$ cat src/rtl/assert_macros.svh
// assertion macros used by the top-level rtl file
`ifndef ASSERT_MACROS_SVH
`define ASSERT_MACROS_SVH

// same-cycle implication, checked out of reset
`define ASSERT_IMPLIES(label, ante, cons) \
    label: assert property (@(posedge clk) disable iff (!rst_n) (ante) |-> (cons)) \
        else $error("implication check failed");

// next-cycle implication, checked out of reset
`define ASSERT_NEXT(label, ante, cons) \
    label: assert property (@(posedge clk) disable iff (!rst_n) (ante) |=> (cons)) \
        else $error("next-cycle check failed");

`endif

$ cat src/rtl/pata_pkg.sv
// shared types, codes and helpers for the parent array tree ancestor block
package pata_pkg;

    localparam int unsigned NODES_DEF = 64;
    localparam int unsigned FUNC_W    = 2;
    localparam int unsigned NODE_W    = 7;
    localparam int unsigned IN_W      = 16;
    localparam int unsigned OUT_W     = 8;

    typedef logic [FUNC_W-1:0] func_t;
    typedef logic signed [NODE_W-1:0] node_t;

    localparam func_t FUNC_SET_PARENT = 2'd0;
    localparam func_t FUNC_DETACH     = 2'd1;
    localparam func_t FUNC_ANCESTOR   = 2'd2;
    localparam func_t FUNC_TRACE      = 2'd3;

    localparam node_t NODE_NONE = '1;

    typedef logic [1:0] src_t;

    localparam src_t SRC_NONE = 2'd0;
    localparam src_t SRC_A    = 2'd1;
    localparam src_t SRC_CUR  = 2'd2;

    typedef struct packed {
        logic wr_table;
        logic clr_marks;
        logic set_mark;
        logic load_a;
        logic load_b;
        logic advance;
        logic emit;
        src_t out_src;
        logic out_last;
        logic out_err;
    } dp_cmd_t;

    typedef struct packed {
        func_t func;
        logic  a_ok;
        logic  b_ok;
        logic  same;
        logic  nxt_ok;
        logic  last_step;
        logic  hit;
        logic  out_vld;
        logic  out_free;
    } dp_sts_t;

    function automatic logic node_ok(node_t n, int unsigned nodes);
        logic [31:0] ext;
        ext = 32'(unsigned'(n));
        return !n[NODE_W-1] && (ext < nodes);
    endfunction

endpackage

$ cat src/rtl/pata_dpath.sv
// datapath: parent table memory, walk registers, ancestor marks and result register
module pata_dpath #(
    parameter int unsigned NODES = pata_pkg::NODES_DEF
) (
    input  logic                       clk,
    input  logic                       rst_n,
    input  logic [pata_pkg::IN_W-1:0]  s_tdata,
    output logic [pata_pkg::OUT_W-1:0] m_tdata,
    output logic                       m_tlast,
    output logic                       m_tuser,
    output logic                       m_tvalid,
    input  logic                       m_tready,
    input  pata_pkg::dp_cmd_t          cmd,
    output pata_pkg::dp_sts_t          sts
);
    import pata_pkg::*;

    localparam int unsigned IDX_W = (NODES > 1) ? $clog2(NODES) : 1;
    localparam int unsigned CNT_W = $clog2(NODES + 1);

    func_t in_func;
    node_t in_a;
    node_t in_b;
    node_t nxt;
    node_t wr_data;

    logic [NODE_W-1:0] tbl_mem [NODES];
    logic [IDX_W-1:0]  rd_addr;
    logic [IDX_W-1:0]  cur_idx;

    node_t            cur_reg, cur_next;
    node_t            b_reg;
    logic [CNT_W-1:0] cnt_reg, cnt_next;
    logic [NODES-1:0] mark_reg, mark_next;
    logic [NODES-1:0] tbl_vld_reg, tbl_vld_next;
    node_t            rd_reg;
    logic             rd_vld_reg;
    node_t            out_node_reg, out_node_next;
    logic             out_last_reg;
    logic             out_err_reg;
    logic             out_vld_reg, out_vld_next;

    assign in_func = s_tdata[FUNC_W-1:0];
    assign in_a    = s_tdata[FUNC_W+NODE_W-1:FUNC_W];
    assign in_b    = s_tdata[FUNC_W+2*NODE_W-1:FUNC_W+NODE_W];
    assign cur_idx = cur_reg[IDX_W-1:0];
    assign nxt     = rd_vld_reg ? rd_reg : NODE_NONE;
    assign wr_data = (in_func == FUNC_SET_PARENT && node_ok(in_b, NODES)) ? in_b : NODE_NONE;

    always_comb
    begin
        rd_addr  = cur_idx;
        cur_next = cur_reg;
        cnt_next = cnt_reg;
        priority if (cmd.load_a)
        begin
            rd_addr  = in_a[IDX_W-1:0];
            cur_next = in_a;
            cnt_next = '0;
        end
        else if (cmd.load_b)
        begin
            rd_addr  = b_reg[IDX_W-1:0];
            cur_next = b_reg;
            cnt_next = '0;
        end
        else if (cmd.advance)
        begin
            rd_addr  = nxt[IDX_W-1:0];
            cur_next = nxt;
            cnt_next = cnt_reg + CNT_W'(1);
        end
    end

    always_comb
    begin
        mark_next = mark_reg;
        if (cmd.clr_marks)
        begin
            mark_next = '0;
        end
        else if (cmd.set_mark)
        begin
            mark_next[cur_idx] = 1'b1;
        end
    end

    always_comb
    begin
        tbl_vld_next = tbl_vld_reg;
        if (cmd.wr_table)
        begin
            tbl_vld_next[in_a[IDX_W-1:0]] = 1'b1;
        end
    end

    always_comb
    begin
        unique case (cmd.out_src)
            SRC_A:   out_node_next = in_a;
            SRC_CUR: out_node_next = cur_reg;
            default: out_node_next = NODE_NONE;
        endcase
    end

    always_comb
    begin
        out_vld_next = out_vld_reg;
        if (cmd.emit)
        begin
            out_vld_next = 1'b1;
        end
        else if (m_tready)
        begin
            out_vld_next = 1'b0;
        end
    end

    // parent table storage
    always_ff @(posedge clk)
    begin
        if (cmd.wr_table)
        begin
            tbl_mem[in_a[IDX_W-1:0]] <= wr_data;
        end
        rd_reg <= tbl_mem[rd_addr];
    end

    always_ff @(posedge clk)
    begin
        cur_reg <= cur_next;
        if (cmd.load_a)
        begin
            b_reg <= in_b;
        end
        if (cmd.emit)
        begin
            out_node_reg <= out_node_next;
            out_last_reg <= cmd.out_last;
            out_err_reg  <= cmd.out_err;
        end
    end

    always_ff @(posedge clk or negedge rst_n)
    begin
        if (!rst_n)
        begin
            cnt_reg     <= '0;
            mark_reg    <= '0;
            tbl_vld_reg <= '0;
            rd_vld_reg  <= 1'b0;
            out_vld_reg <= 1'b0;
        end
        else
        begin
            cnt_reg     <= cnt_next;
            mark_reg    <= mark_next;
            tbl_vld_reg <= tbl_vld_next;
            rd_vld_reg  <= tbl_vld_reg[rd_addr];
            out_vld_reg <= out_vld_next;
        end
    end

    assign m_tdata  = {{(OUT_W-NODE_W){1'b0}}, out_node_reg};
    assign m_tlast  = out_last_reg;
    assign m_tuser  = out_err_reg;
    assign m_tvalid = out_vld_reg;

    assign sts.func      = in_func;
    assign sts.a_ok      = node_ok(in_a, NODES);
    assign sts.b_ok      = node_ok(in_b, NODES);
    assign sts.same      = (in_a == in_b);
    assign sts.nxt_ok    = node_ok(nxt, NODES);
    assign sts.last_step = (cnt_reg == CNT_W'(NODES - 1));
    assign sts.hit       = mark_reg[cur_idx];
    assign sts.out_vld   = out_vld_reg;
    assign sts.out_free  = !out_vld_reg || m_tready;

endmodule

$ cat src/rtl/pata_ctrl.sv
// controller: command decode and walk sequencing
module pata_ctrl (
    input  logic              clk,
    input  logic              rst_n,
    input  logic              s_tvalid,
    output logic              s_tready,
    input  pata_pkg::dp_sts_t sts,
    output pata_pkg::dp_cmd_t cmd
);
    import pata_pkg::*;

    localparam logic [1:0] ST_IDLE   = 2'd0;
    localparam logic [1:0] ST_MARK   = 2'd1;
    localparam logic [1:0] ST_SEARCH = 2'd2;
    localparam logic [1:0] ST_TRACE  = 2'd3;

    logic [1:0] state_reg, state_next;

    assign s_tready = (state_reg == ST_IDLE) && !sts.out_vld;

    always_comb
    begin
        cmd        = '0;
        state_next = state_reg;
        unique case (state_reg)
            ST_IDLE:
            begin
                if (s_tvalid && s_tready)
                begin
                    cmd.out_last = 1'b1;
                    cmd.out_src  = SRC_NONE;
                    unique case (sts.func)
                        FUNC_SET_PARENT, FUNC_DETACH:
                        begin
                            cmd.wr_table = sts.a_ok;
                            cmd.emit     = 1'b1;
                        end
                        FUNC_ANCESTOR:
                        begin
                            priority if (!(sts.a_ok && sts.b_ok))
                            begin
                                cmd.emit = 1'b1;
                            end
                            else if (sts.same)
                            begin
                                cmd.emit    = 1'b1;
                                cmd.out_src = SRC_A;
                            end
                            else
                            begin
                                cmd.clr_marks = 1'b1;
                                cmd.load_a    = 1'b1;
                                state_next    = ST_MARK;
                            end
                        end
                        default:
                        begin
                            if (!sts.a_ok)
                            begin
                                cmd.emit = 1'b1;
                            end
                            else
                            begin
                                cmd.load_a = 1'b1;
                                state_next = ST_TRACE;
                            end
                        end
                    endcase
                end
            end
            ST_MARK:
            begin
                cmd.set_mark = 1'b1;
                priority if (sts.nxt_ok && !sts.last_step)
                begin
                    cmd.advance = 1'b1;
                end
                else if (sts.nxt_ok)
                begin
                    // first walk ran out of steps: loop
                    cmd.emit     = 1'b1;
                    cmd.out_src  = SRC_NONE;
                    cmd.out_last = 1'b1;
                    cmd.out_err  = 1'b1;
                    state_next   = ST_IDLE;
                end
                else
                begin
                    cmd.load_b = 1'b1;
                    state_next = ST_SEARCH;
                end
            end
            ST_SEARCH:
            begin
                priority if (sts.hit)
                begin
                    cmd.emit     = 1'b1;
                    cmd.out_src  = SRC_CUR;
                    cmd.out_last = 1'b1;
                    state_next   = ST_IDLE;
                end
                else if (sts.nxt_ok && !sts.last_step)
                begin
                    cmd.advance = 1'b1;
                end
                else
                begin
                    cmd.emit     = 1'b1;
                    cmd.out_src  = SRC_NONE;
                    cmd.out_last = 1'b1;
                    cmd.out_err  = sts.nxt_ok;
                    state_next   = ST_IDLE;
                end
            end
            default:
            begin
                if (sts.out_free)
                begin
                    cmd.emit    = 1'b1;
                    cmd.out_src = SRC_CUR;
                    if (sts.nxt_ok && !sts.last_step)
                    begin
                        cmd.advance = 1'b1;
                    end
                    else
                    begin
                        cmd.out_last = 1'b1;
                        cmd.out_err  = sts.nxt_ok;
                        state_next   = ST_IDLE;
                    end
                end
            end
        endcase
    end

    always_ff @(posedge clk or negedge rst_n)
    begin
        if (!rst_n)
        begin
            state_reg <= ST_IDLE;
        end
        else
        begin
            state_reg <= state_next;
        end
    end

endmodule

$ cat src/rtl/parent_array_tree_ancestor_top.sv
// Parent-pointer forest over NODES nodes with lowest-common-ancestor and
// ancestor-trace queries. One transaction is taken at a time, only when the
// block is idle and its result register is empty. set_parent and detach
// finish in the accept cycle and show their acknowledge the next cycle.
// common_ancestor walks the parent table one link per cycle, first marking
// the first node's ancestors, then walking up from the second node. trace_back
// gives one result per cycle while the sink takes them, up to NODES results.
// The walk rate is set by the parent table's registered read.
module parent_array_tree_ancestor_top #(
    parameter int unsigned NODES = pata_pkg::NODES_DEF
) (
    input  logic                       clk,
    input  logic                       rst_n,
    input  logic                       s_tvalid,
    output logic                       s_tready,
    input  logic [pata_pkg::IN_W-1:0]  s_tdata,   // func, node_a, node_b
    output logic                       m_tvalid,
    input  logic                       m_tready,
    output logic [pata_pkg::OUT_W-1:0] m_tdata,   // result_node, zero pad
    output logic                       m_tlast,
    output logic                       m_tuser    // walk_error
);
    import pata_pkg::*;

    `include "assert_macros.svh"

    dp_cmd_t cmd;
    dp_sts_t sts;
    logic    wr_accept;

    pata_ctrl u_ctrl (
        .clk      (clk),
        .rst_n    (rst_n),
        .s_tvalid (s_tvalid),
        .s_tready (s_tready),
        .sts      (sts),
        .cmd      (cmd)
    );

    pata_dpath #(
        .NODES (NODES)
    ) u_dpath (
        .clk      (clk),
        .rst_n    (rst_n),
        .s_tdata  (s_tdata),
        .m_tdata  (m_tdata),
        .m_tlast  (m_tlast),
        .m_tuser  (m_tuser),
        .m_tvalid (m_tvalid),
        .m_tready (m_tready),
        .cmd      (cmd),
        .sts      (sts)
    );

    assign wr_accept = s_tvalid && s_tready &&
                       (s_tdata[FUNC_W-1:0] == FUNC_SET_PARENT ||
                        s_tdata[FUNC_W-1:0] == FUNC_DETACH);

    `ASSERT_IMPLIES(a_rdy_out_empty, s_tready, !m_tvalid)
    `ASSERT_NEXT(a_wr_ack, wr_accept, m_tvalid && m_tlast && !m_tuser && m_tdata[NODE_W-1:0] == NODE_NONE)
    `ASSERT_IMPLIES(a_err_last, m_tvalid && m_tuser, m_tlast)
    `ASSERT_IMPLIES(a_walk_no_emit, cmd.load_a || cmd.load_b || cmd.set_mark, !cmd.emit || !cmd.load_a)

endmodule
$ cat config.mk
export PLATFORM = sky130hd
export DESIGN_NAME = parent_array_tree_ancestor_top
export DESIGN_NICKNAME = d
export VERILOG_FILES = /design/src/rtl/pata_pkg.sv /design/src/rtl/pata_dpath.sv /design/src/rtl/pata_ctrl.sv /design/src/rtl/parent_array_tree_ancestor_top.sv
export VERILOG_INCLUDE_DIRS = /design/src /design/src/rtl
export SDC_FILE = /design/constraint.sdc
export NUM_CORES = 1
export LEC_CHECK = 0
export ABC_CLOCK_PERIOD_IN_PS = 7700
export BUFFER_PORTS_ARGS = -buffer_cell sky130_fd_sc_hd__buf_4
export CORE_MARGIN = 4
export CORE_UTILIZATION = 60
export CTS_BUF_LIST = sky130_fd_sc_hd__clkbuf_16
export DETAILED_ROUTE_END_ITERATION = 12
export HOLD_SLACK_MARGIN = 0.03
export PLACE_DENSITY = 0.76
export RECOVER_POWER = 25
export SLEW_MARGIN = 40
export SYNTH_ARGS = -nofsm -noshare
export SYNTH_HDL_FRONTEND = slang
export SYNTH_SLANG_ARGS = --single-unit
$ cat constraint.sdc
create_clock -name clk -period 7.7 [get_ports clk]
set_input_delay 0.77 -clock clk [delete_from_list [all_inputs] [get_ports clk]]
set_output_delay 0.77 -clock clk [all_outputs]
set_load 0.05 [all_outputs]
==> summary.md, run 1 <==
| Metric | Value |
|---|---|
| Status | complete, but fails checks |
| Failing checks | capacitance limit, slew limit |
| CTS max path bufs | 3 |
| Ys flop type | edfxtp_1 |
| Iteration-0 DRC count of the detailed router | 2026 |
| Flops & latches, synth | 617 |
| DRT antenna net count | 0 |
| Final core utilization | 66.9% |
| Initial core utilization | 60.9% |
| Final setup fails | 0 |
| Hold depth | 0 |
| Startpoint of the worst hold path | u_dpath.tbl_vld_reg[45]$_DFFE_PN0P_ |
| Worst-Margin Slew | 3.38 ns |
| Worst VDD drop | 0.350 mV |
| GRT Overall Usage | 25.8% |
| Multi-input logic area | 0.00725 mm2 |
| Final WS setup | 1.96 ns |
| N_diodes | 0 |
| Total Power | 12.1 mW |
| Post-CTS Setup Bufs | 0 |
| WP data arrival | 6.27 ns |
| DRC violations left | 0 |
| R2r startpoint | u_dpath.cur_reg[0]$_DFFE_PP_ |
| Final Max Slew Viols | 318 |
| Non-Filler Instances | 2467 |
| Final number of hold-violating endpoints | 0 |
| Vias in the first global route | 15616 |
| Reg2reg setup slack | 1.96 ns |
| Setup TNS | 0 ns |
| CTS root buf | clkbuf_16 |
| H-tree depth | 2 |
| Worst Setup SP | u_dpath.cur_reg[0]$_DFFE_PP_ |
| Post-synth cell types | 83 |
| Worst r2r dst | u_dpath.rd_reg[6]$_DFF_P_ |
| Peak fanout along the critical path | 32 |
| Yosys top cell area share | 55.1% |
| Seq/Total Area, Yosys | 69.2% |
| CP Launch Type | flip-flop |
| Ranking of synthesized cells by area | edfxtp_1 55%, dfrtp_1 14%, mux2i_1 7.5% |
| Initial antenna violation count | 0 |
| RePlAce Congestion | 0.888 |
| CTS tree | done |
| Port buffer count | 30 |
| Synth warn | 0 |
| Max FFs per register | 448 |
| Cell Pwr Density | 428 mW/mm2 |
| DP Cell Count | 2351 |
| Row count | 75 |
| Syn nets | 1922 |
| Max-Cap Viols | 5 |
| Critical path capture point type | flip-flop |
| Fill cells | 2878 |
| Layout cells sized above 1 | 11.3% |
| Tcrit/Tclk final | 74.5% |
| Io pins | 32 |
| Post-synth EDFFs | 471 |
| Slew HR | -125% |
| CP required | 8.23 ns |
| Crit Path Category | reg -> reg |
| Most common cell in the netlist | edfxtp_1 |
| WHS | 0.374 ns |
| CTS buffer count | 60 |
| Area Growth Syn to Fin | 9.77% |
| Drt pass-1 iters | 6 |
| Die X-Extent | 215 um |
| Total grt overflow | 0 |
| Clock transition at path regs | 0.06 ns |
| First-pass GRT wire length | 92600 um |
| Syn Area/Cell | 13.6 um2 |
| DP Area | 0.0262 mm2 |
| Clk sinks | 617 |
| Synthesized cell area | 0.0257 mm2 |
| Clock latency on the worst-skew pair | 0.64 ns |
| DR WL/cell | 24.5 um |
| Unrepaired setup endpoints after global routing | false |
| Via count | 15937 |
| Vias/cell | 6.46 |
| Max Clk Rate | 174 MHz |
| Setup Skew | 0.0337 ns |
| Dpl ws | 1.85 ns |
| Leak | 10.3 nW |
| Pin count of the biggest net entering global routing | 82 |
| Dpl hpwl | 37600 um |
| Most common library cells after synthesis | 471 x edfxtp_1, 215 x nor2_1, 192 x mux2i_1, 140 x a21oi_1, 139 x dfrtp_1 |
| Synth Instances | 1894 |
| Post-route minimum period | 5.74 ns |
| Post-synth top area cell | edfxtp_1 |
| Placeable core area | 0.0421 mm2 |
| R2r worst-path depth | 15 |
| Min-Delay Path Class | reg -> reg |
| Reg area | 0.0178 mm2 |
| Die area | 0.0462 mm2 |
| Hold Path End | u_dpath.tbl_vld_reg[45]$_DFFE_PN0P_ |
| Routed Wire Length | 60400 um |
| Design area | 0.0282 mm2 |
| Async S/R FF share, synth | 22.5% |
| Die H | 215 um |
| Nets | 1905 |
## cells by family (layout without fill, tap and decap cells)
group | after synthesis | after routing | synth area share [%]
multiplexers | 207 | 207 | 8.16
flip-flops | 617 | 617 | 69.2
other | 1 | 1 | 0.0146
AND/OR/NAND/NOR | 508 | 508 | 9.24
AO/OA/AOI/OAI | 382 | 382 | 9.77
buffers and inverters | 160 | 194 | 2.88
adder cells (fa/ha/maj) | 8 | 8 | 0.390
XOR/XNOR | 11 | 11 | 0.375
## per-layer routing
metal	share of wire [%]	GRT usage [%]	up-vias
li1	-	-	7074
met1	40	35.8	7921
met2	48	41.1	786
met3	8.5	5.04	156
met4	3.8	9.44	0
met5	0	0	-
## final cells by class
cell class	count	share of cell area, %
clock buffers	60	5.33
well taps	539	2.39
clock inverters	53	1.66
inverters	19	0.257
multi-input cells	1117	25.7
repair buffers	62	1.63
flip-flops and latches	617	63.0
## worst max-delay path, stage by stage, from the launching register on
cell	delay, ns
edfxtp_1	0.64
buf_6	0.24
buf_4	0.33
mux2i_1	0.24
a22oi_1	0.12
nand3_1	0.12
nand4_1	0.24
o31ai_2	0.45
nand2_1	0.31
o211ai_1	0.26
o31a_2	0.76
buf_4	0.44
o32ai_1	0.23
nor4_1	0.80
nor3b_1	0.10
mux2_2	0.30
## worst max path at each step
stage                                   end  slack, ns
2_1_floorplan     u_dpath.rd_reg[4]$_DFF_P_       3.79
3_3_place_gp   u_dpath.rd_vld_reg$_DFF_PN0_       1.70
3_5_place_dp      u_dpath.rd_reg[0]$_DFF_P_       1.85
4_1_cts        u_dpath.rd_vld_reg$_DFF_PN0_       2.05
5_1_grt           u_dpath.rd_reg[6]$_DFF_P_       1.76
6_report          u_dpath.rd_reg[6]$_DFF_P_       1.96
## cell usage in the layout, fill, tap and decap left out, types with 8 or more instances in the layout
master     Yosys  routed
edfxtp_1     471     471
nor2_1       215     213
mux2i_1      192     192
a21oi_1      140     139
dfrtp_1      139     139
nand2_1      105     104
o22ai_1       61      61
clkbuf_16      0      60
nand3_1       46      46
o21ai_0       46      46
buf_4         12      43
or2_2         33      33
inv_1         16      32
nor3_1        29      26
o221ai_1      22      22
o32ai_1       22      22
a22oi_1       17      17
nor4_1        19      17
clkinv_1       0      13
clkbuf_1      81      13
mux2_2        11      11
xor2_1         9       9
nand2b_1      11       8
o21a_1         8       8
a2bb2oi_1      8       8
ha_1           8       8
bufinv_16      0       8
## where the power goes
group	internal (mW)	leakage (nW)	switching [mW]
combinational	1.79	3.04	3.34
sequential	3.85	6.25	0.181
clock	1.68	1.03	1.23
total	7.32	10.3	4.75
## repair_timing
action,4_1_cts,5_1_grt
setup endpoints to repair,0,0
hold buffers,0,1
gates resized for setup,0,0
hold endpoints to repair,0,18
Power figures use the tool's default switching activity.
==> run 2: changes to the inputs <==
--- a/config.mk
+++ b/config.mk
@@ -6,7 +6,7 @@
 export SDC_FILE = /design/constraint.sdc
 export NUM_CORES = 1
 export LEC_CHECK = 0
-export ABC_CLOCK_PERIOD_IN_PS = 7700
+export ABC_CLOCK_PERIOD_IN_PS = 5400
 export BUFFER_PORTS_ARGS = -buffer_cell sky130_fd_sc_hd__buf_4
 export CORE_MARGIN = 4
 export CORE_UTILIZATION = 60
==> constraint.sdc (replaced) <==
create_clock -name clk -period 5.4 [get_ports clk]
set_input_delay 0.54 -clock clk [delete_from_list [all_inputs] [get_ports clk]]
set_output_delay 0.54 -clock clk [all_outputs]
set_load 0.05 [all_outputs]
==> summary.md, run 2 (synthesis gave the netlist of run 1 again) <==
| Metric | Value |
|---|---|
| CP Launch Type | flip-flop |
| DP Area | 0.0266 mm2 |
| Area Growth Syn to Fin | 11.1% |
| Min-Delay Path Class | in -> reg |
| Reg2reg setup slack | 0.26 ns |
| Io pins | 32 |
| Most common cell after layout, fill and taps aside | edfxtp_1 |
| Drt pass-1 iters | 7 |
| Hold Path End | u_dpath.b_reg[6]$_DFFE_PP_ |
| Initial antenna violation count | 0 |
| Worst r2r dst | u_dpath.rd_reg[1]$_DFF_P_ |
| Pin count of the biggest net entering global routing | 90 |
| Most frequent cells in the layout | 471 x edfxtp_1, 205 x nor2_1, 192 x mux2i_1, 139 x a21oi_1, 139 x dfrtp_1 |
| Tcrit/Tclk final | 95.1% |
| Iteration-0 DRC count of the detailed router | 1898 |
| Die area | 0.0462 mm2 |
| Startpoint of the worst hold path | s_tdata[15] |
| WHS | 0.177 ns |
| Leak | 10.5 nW |
| Initial core utilization | 60.9% |
| RePlAce Congestion | 0.892 |
| DRT antenna net count | 0 |
| H-tree depth | 2 |
| Failing checks | capacitance limit, slew limit |
| Worst VDD drop | 0.575 mV |
| CTS tree | done |
| Setup Skew | 0.0204 ns |
| Final Max Slew Viols | 545 |
| GRT Overall Usage | 26.3% |
| Nets | 1943 |
| Max-Cap Viols | 8 |
| Post-CTS Setup Bufs | 0 |
| CTS buffer count | 60 |
| Critical path capture point type | flip-flop |
| Vias/cell | 6.39 |
| Layout cells sized above 1 | 13.4% |
| Max FFs per register | 448 |
| Setup TNS | 0 ns |
| Row count | 75 |
| Crit Path Category | reg -> reg |
| CTS max path bufs | 3 |
| Final core utilization | 67.7% |
| Die X-Extent | 215 um |
| Clk sinks | 617 |
| Unrepaired setup endpoints after global routing | false |
| Final number of hold-violating endpoints | 0 |
| Die H | 215 um |
| Placeable core area | 0.0421 mm2 |
| First-pass GRT wire length | 94400 um |
| Vias in the first global route | 15894 |
| DR WL/cell | 24.5 um |
| Final setup fails | 0 |
| DP Cell Count | 2391 |
| N_diodes | 0 |
| DRC violations left | 0 |
| Clock transition at path regs | 0.06 ns |
| Routed Wire Length | 61400 um |
| Clock latency on the worst-skew pair | 0.62 ns |
| Cell Pwr Density | 622 mW/mm2 |
| Via count | 16019 |
| Status | complete, but fails checks |
| Worst-Margin Slew | 3.13 ns |
| WP data arrival | 5.65 ns |
| Dpl hpwl | 37600 um |
| Hold depth | 1 |
| Port buffer count | 30 |
| Peak fanout along the critical path | 31 |
| R2r startpoint | u_ctrl.state_reg[1]$_DFFE_PN0P_ |
| CP required | 5.91 ns |
| Slew HR | -109% |
| CTS root buf | clkbuf_16 |
| Post-route minimum period | 5.14 ns |
| Non-Filler Instances | 2505 |
| Max Clk Rate | 195 MHz |
| R2r worst-path depth | 15 |
| Total grt overflow | 0 |
| Design area | 0.0285 mm2 |
## run 2: cell count changes in the layout (fill, tap and decap cells not counted), sizes merged
cell,previous run,this run
clkinvlp,3,4
clkbuf,73,75
buf,48,84
inv,39,41
clkinv,22,19
## run 2: layout make-up
cell class / instances / area (um2)
Sequential cell: 617 / 17800
Fill cell: 2909 / 13600
Multi-Input combinational cell: 1117 / 7260
Clock buffer: 60 / 1500
Timing Repair Buffer: 100 / 808
Tap cell: 539 / 674
Clock inverter: 53 / 449
Inverter: 19 / 72.6
## run 2: layer usage
| layer | global-route usage [%] | part of all wire (%) |
|---|---|---|
| met4 | 7.67 | 3.1 |
| met1 | 36.4 | 39 |
| met2 | 43.2 | 49 |
| met5 | 0 | 0 |
| met3 | 4.93 | 8.7 |
## run 2: where the power goes
group          total (mW)  switching, mW  internal [mW]  leakage (nW)
Sequential           5.76          0.261           5.49          6.25
Combinational        7.86           4.89           2.98          3.26
Clock                4.13           1.74           2.39          1.03
## run 2: how the worst max path moves through the flow
stage                     slack (ns)                            start  depth (start not counted)                   endpoint
after global routing            0.14  u_ctrl.state_reg[0]$_DFFE_PN0P_                         16  u_dpath.rd_reg[3]$_DFF_P_
after CTS                       0.41  u_ctrl.state_reg[1]$_DFFE_PN0P_                         15  u_dpath.rd_reg[1]$_DFF_P_
final                           0.26  u_ctrl.state_reg[1]$_DFFE_PN0P_                         15  u_dpath.rd_reg[1]$_DFF_P_
after floorplan                 1.72                       s_tdata[8]                         15  u_dpath.rd_reg[4]$_DFF_P_
after global placement          0.33                       s_tdata[8]                         15  u_dpath.rd_reg[4]$_DFF_P_
after detailed placement        0.40                       s_tdata[8]                         15  u_dpath.rd_reg[1]$_DFF_P_
## run 2: critical path, stage by stage, from the launching register on
cell,delay (ns)
dfrtp_1,0.40
inv_1,0.10
ha_1,0.19
and3b_1,0.29
and3_1,0.53
a21oi_1,0.09
a211oi_1,0.35
o211ai_1,0.21
a41o_2,0.47
nor2_8,0.36
buf_4,0.47
mux2i_1,0.29
o22ai_1,0.10
nor4_1,0.70
nor3b_1,0.14
mux2_2,0.30
## run 2: through the flow
step                worst slack, ns  power [mW]
finish                        0.264        17.7
global route                  0.143        18.5
CTS                           0.413        17.7
detailed placement            0.404        13.6
global placement              0.329        13.4
floorplan                      1.72        11.0
## run 2: timing repair
item	CTS	global route
endpoints found under the setup margin	0	0
hold buffers	1	0
resized for setup	0	0
hold endpoints to repair	20	0
==> run 3: changes to the inputs <==
--- a/config.mk
+++ b/config.mk
@@ -6,14 +6,15 @@
 export SDC_FILE = /design/constraint.sdc
 export NUM_CORES = 1
 export LEC_CHECK = 0
-export ABC_CLOCK_PERIOD_IN_PS = 5400
+export ABC_CLOCK_PERIOD_IN_PS = 4200
 export BUFFER_PORTS_ARGS = -buffer_cell sky130_fd_sc_hd__buf_4
 export CORE_MARGIN = 4
-export CORE_UTILIZATION = 60
+export CORE_UTILIZATION = 57
 export CTS_BUF_LIST = sky130_fd_sc_hd__clkbuf_16
 export DETAILED_ROUTE_END_ITERATION = 12
+export GPL_TIMING_DRIVEN = 1
 export HOLD_SLACK_MARGIN = 0.03
-export PLACE_DENSITY = 0.76
+export PLACE_DENSITY = 0.74
 export RECOVER_POWER = 25
 export SLEW_MARGIN = 40
 export SYNTH_ARGS = -nofsm -noshare
==> constraint.sdc (replaced) <==
create_clock -name clk -period 4.2 [get_ports clk]
set_input_delay 0.42 -clock clk [delete_from_list [all_inputs] [get_ports clk]]
set_output_delay 0.42 -clock clk [all_outputs]
set_load 0.05 [all_outputs]
==> summary.md, run 3 (synthesis gave the netlist of run 1 again) <==
| Metric | Value |
|---|---|
| Sequential cell fraction of total power | 29.8% |
| Drt pass-1 iters | 8 |
| Sw Pwr | 9.42 mW |
| DRT antenna net count | 0 |
| Failing checks | capacitance limit, slew limit |
| CTS root buf | clkbuf_16 |
| Worst VDD drop | 0.452 mV |
| Leak | 11.2 nW |
| DR WL/cell | 23.7 um |
| Cell Pwr Density | 829 mW/mm2 |
| Setup TNS | 0 ns |
| Initial core utilization | 57.8% |
| Most frequent cells in the layout | 471 x edfxtp_1, 210 x nor2_1, 191 x mux2i_1, 179 x buf_4, 139 x dfrtp_1 |
| Final setup fails | 0 |
| CTS max path bufs | 3 |
| Comb power frac | 48.9% |
| Crit Path Category | in -> reg |
| Final number of hold-violating endpoints | 0 |
| Clk sinks | 617 |
| Non-Filler Instances | 2677 |
| Nets | 2062 |
| H-tree depth | 2 |
| WP data arrival | 4.67 ns |
| RePlAce Congestion | 0.908 |
| Port buffer count | 30 |
| Peak fanout along the critical path | 14 |
| Max-Cap Viols | 5 |
| Total grt overflow | 0 |
| Area Growth Syn to Fin | 16.2% |
| Via count | 16617 |
| CTS buffer count | 59 |
| Tcrit/Tclk final | 97.9% |
| Die area | 0.0485 mm2 |
| GRT Overall Usage | 26.1% |
| Vias/cell | 6.21 |
| Io pins | 32 |
| Clock latency on the worst-skew pair | 0.62 ns |
| CP Launch Type | input port |
| Setup Skew | 0.0231 ns |
| Clock transition at path regs | 0.06 ns |
| First-pass GRT wire length | 96100 um |
| Total Power | 24.7 mW |
| Placeable core area | 0.0444 mm2 |
| CTS tree | done |
| Max Clk Rate | 243 MHz |
| Status | complete, but fails checks |
| Routed Wire Length | 63400 um |
| Dpl hpwl | 40400 um |
| Reg2reg setup slack | 0.12 ns |
| Net Sw Frac | 38.1% |
| CP required | 4.76 ns |
| Post-route minimum period | 4.11 ns |
| N_diodes | 0 |
| DP Area | 0.0276 mm2 |
| Critical path capture point type | flip-flop |
| Worst-Margin Slew | 2.93 ns |
| Die X-Extent | 220 um |
| Clock network power share | 21.3% |
| Iteration-0 DRC count of the detailed router | 2264 |
| Vias in the first global route | 16287 |
| Final Max Slew Viols | 254 |
| Max FFs per register | 448 |
| Pin count of the biggest net entering global routing | 88 |
| Min-Delay Path Class | in -> reg |
| Design area | 0.0298 mm2 |
| Int Power | 15.3 mW |
| Initial antenna violation count | 1 |
| Layout cells sized above 1 | 19.2% |
| DRC violations left | 0 |
| Row count | 77 |
| DP Cell Count | 2552 |
| Die H | 220 um |
| Most common cell after layout, fill and taps aside | edfxtp_1 |
| Slew HR | -95.1% |
-- run 3: cell types whose count changed in the layout (fill, tap and decap cells not counted), sizes merged --
cell / delta
clkbuf: -3
clkinvlp: -3
inv: -5
dlygate4sd3: +6
buf: +116
clkinv: +8
-- run 3: metal layers --
layer / track usage [%] / wire length, um / vias to the layer above
li1: - / - / 7389
met1: 37.4 / 25700 / 8204
met2: 40.3 / 29600 / 887
met3: 5.84 / 6460 / 137
met4: 8.23 / 1740 / 0
met5: 0 / 0 / -
-- run 3: worst paths after layout --
check / startpoint / depth (start not counted) / endpoint
max: s_tdata[13] / 18 / u_dpath.rd_vld_reg$_DFF_PN0_
min: m_tready / 3 / u_dpath.m_tvalid$_DFFE_PN0P_
max reg2reg: u_ctrl.state_reg[0]$_DFFE_PN0P_ / 18 / u_dpath.rd_vld_reg$_DFF_PN0_
min reg2reg: u_dpath.tbl_vld_reg[57]$_DFFE_PN0P_ / 0 / u_dpath.tbl_vld_reg[57]$_DFFE_PN0P_
max in group asynchronous: rst_n / 4 / u_dpath.mark_reg[2]$_DFFE_PN0P_
min in group asynchronous: rst_n / 2 / u_dpath.cnt_reg[0]$_DFFE_PN0P_
-- run 3: repair_timing --
action                     in CTS  in global routing
pin swaps                       2                  7
setup endpoints to repair       8                  8
hold buffers                    7                  0
gates resized for setup        11                 40
setup buffers                   0                  4
cloned                          0                  1
hold endpoints to repair       91                  0
-- run 3: final cells by class --
class,count,area (um2)
Tap cell,592,741
Inverter,19,72.6
Fill cell,3002,14600
Timing Repair Buffer,220,1890
Multi-Input combinational cell,1117,7450
Clock inverter,53,444
Clock buffer,59,1480
Sequential cell,617,17800
-- run 3: power groups by stage --
| stage | Sequential (mW) | Clock, mW | Combinational [mW] |
|---|---|---|---|
| 6_report | 7.36 | 5.27 | 12.1 |
| 5_1_grt | 7.40 | 5.62 | 12.8 |
| 2_1_floorplan | 7.52 | 0 | 6.66 |
| 3_3_place_gp | 7.45 | 0 | 11.2 |
| 4_1_cts | 7.36 | 5.33 | 11.5 |
| 3_5_place_dp | 7.48 | 0 | 11.3 |
-- run 3: stage by stage --
| step | hold slack (ns) | setup WS (ns) | util, % |
|---|---|---|---|
| after floorplan | 0.124 | 0.598 | - |
| after global placement | 0.364 | -0.443 | 62.0 |
| after detailed placement | 0.365 | -0.405 | 62.1 |
| after CTS | 0.0789 | 0.0181 | 66.7 |
| after global routing | 0.127 | -0.0259 | 67.2 |
| final | 0.141 | 0.0886 | 67.2 |
-- run 3: critical path, stage by stage --
cell	delay [ns]
dlygate4sd3_1	0.54
buf_4	0.16
xor2_1	0.19
nor4_4	0.43
a21oi_4	0.17
or4_1	0.53
o211ai_1	0.14
a41o_2	0.24
nor2_8	0.06
buf_8	0.17
buf_12	0.16
buf_12	0.16
buf_12	0.15
mux2i_1	0.11
o221ai_1	0.25
o22ai_1	0.15
nor3_2	0.37
mux2_2	0.23
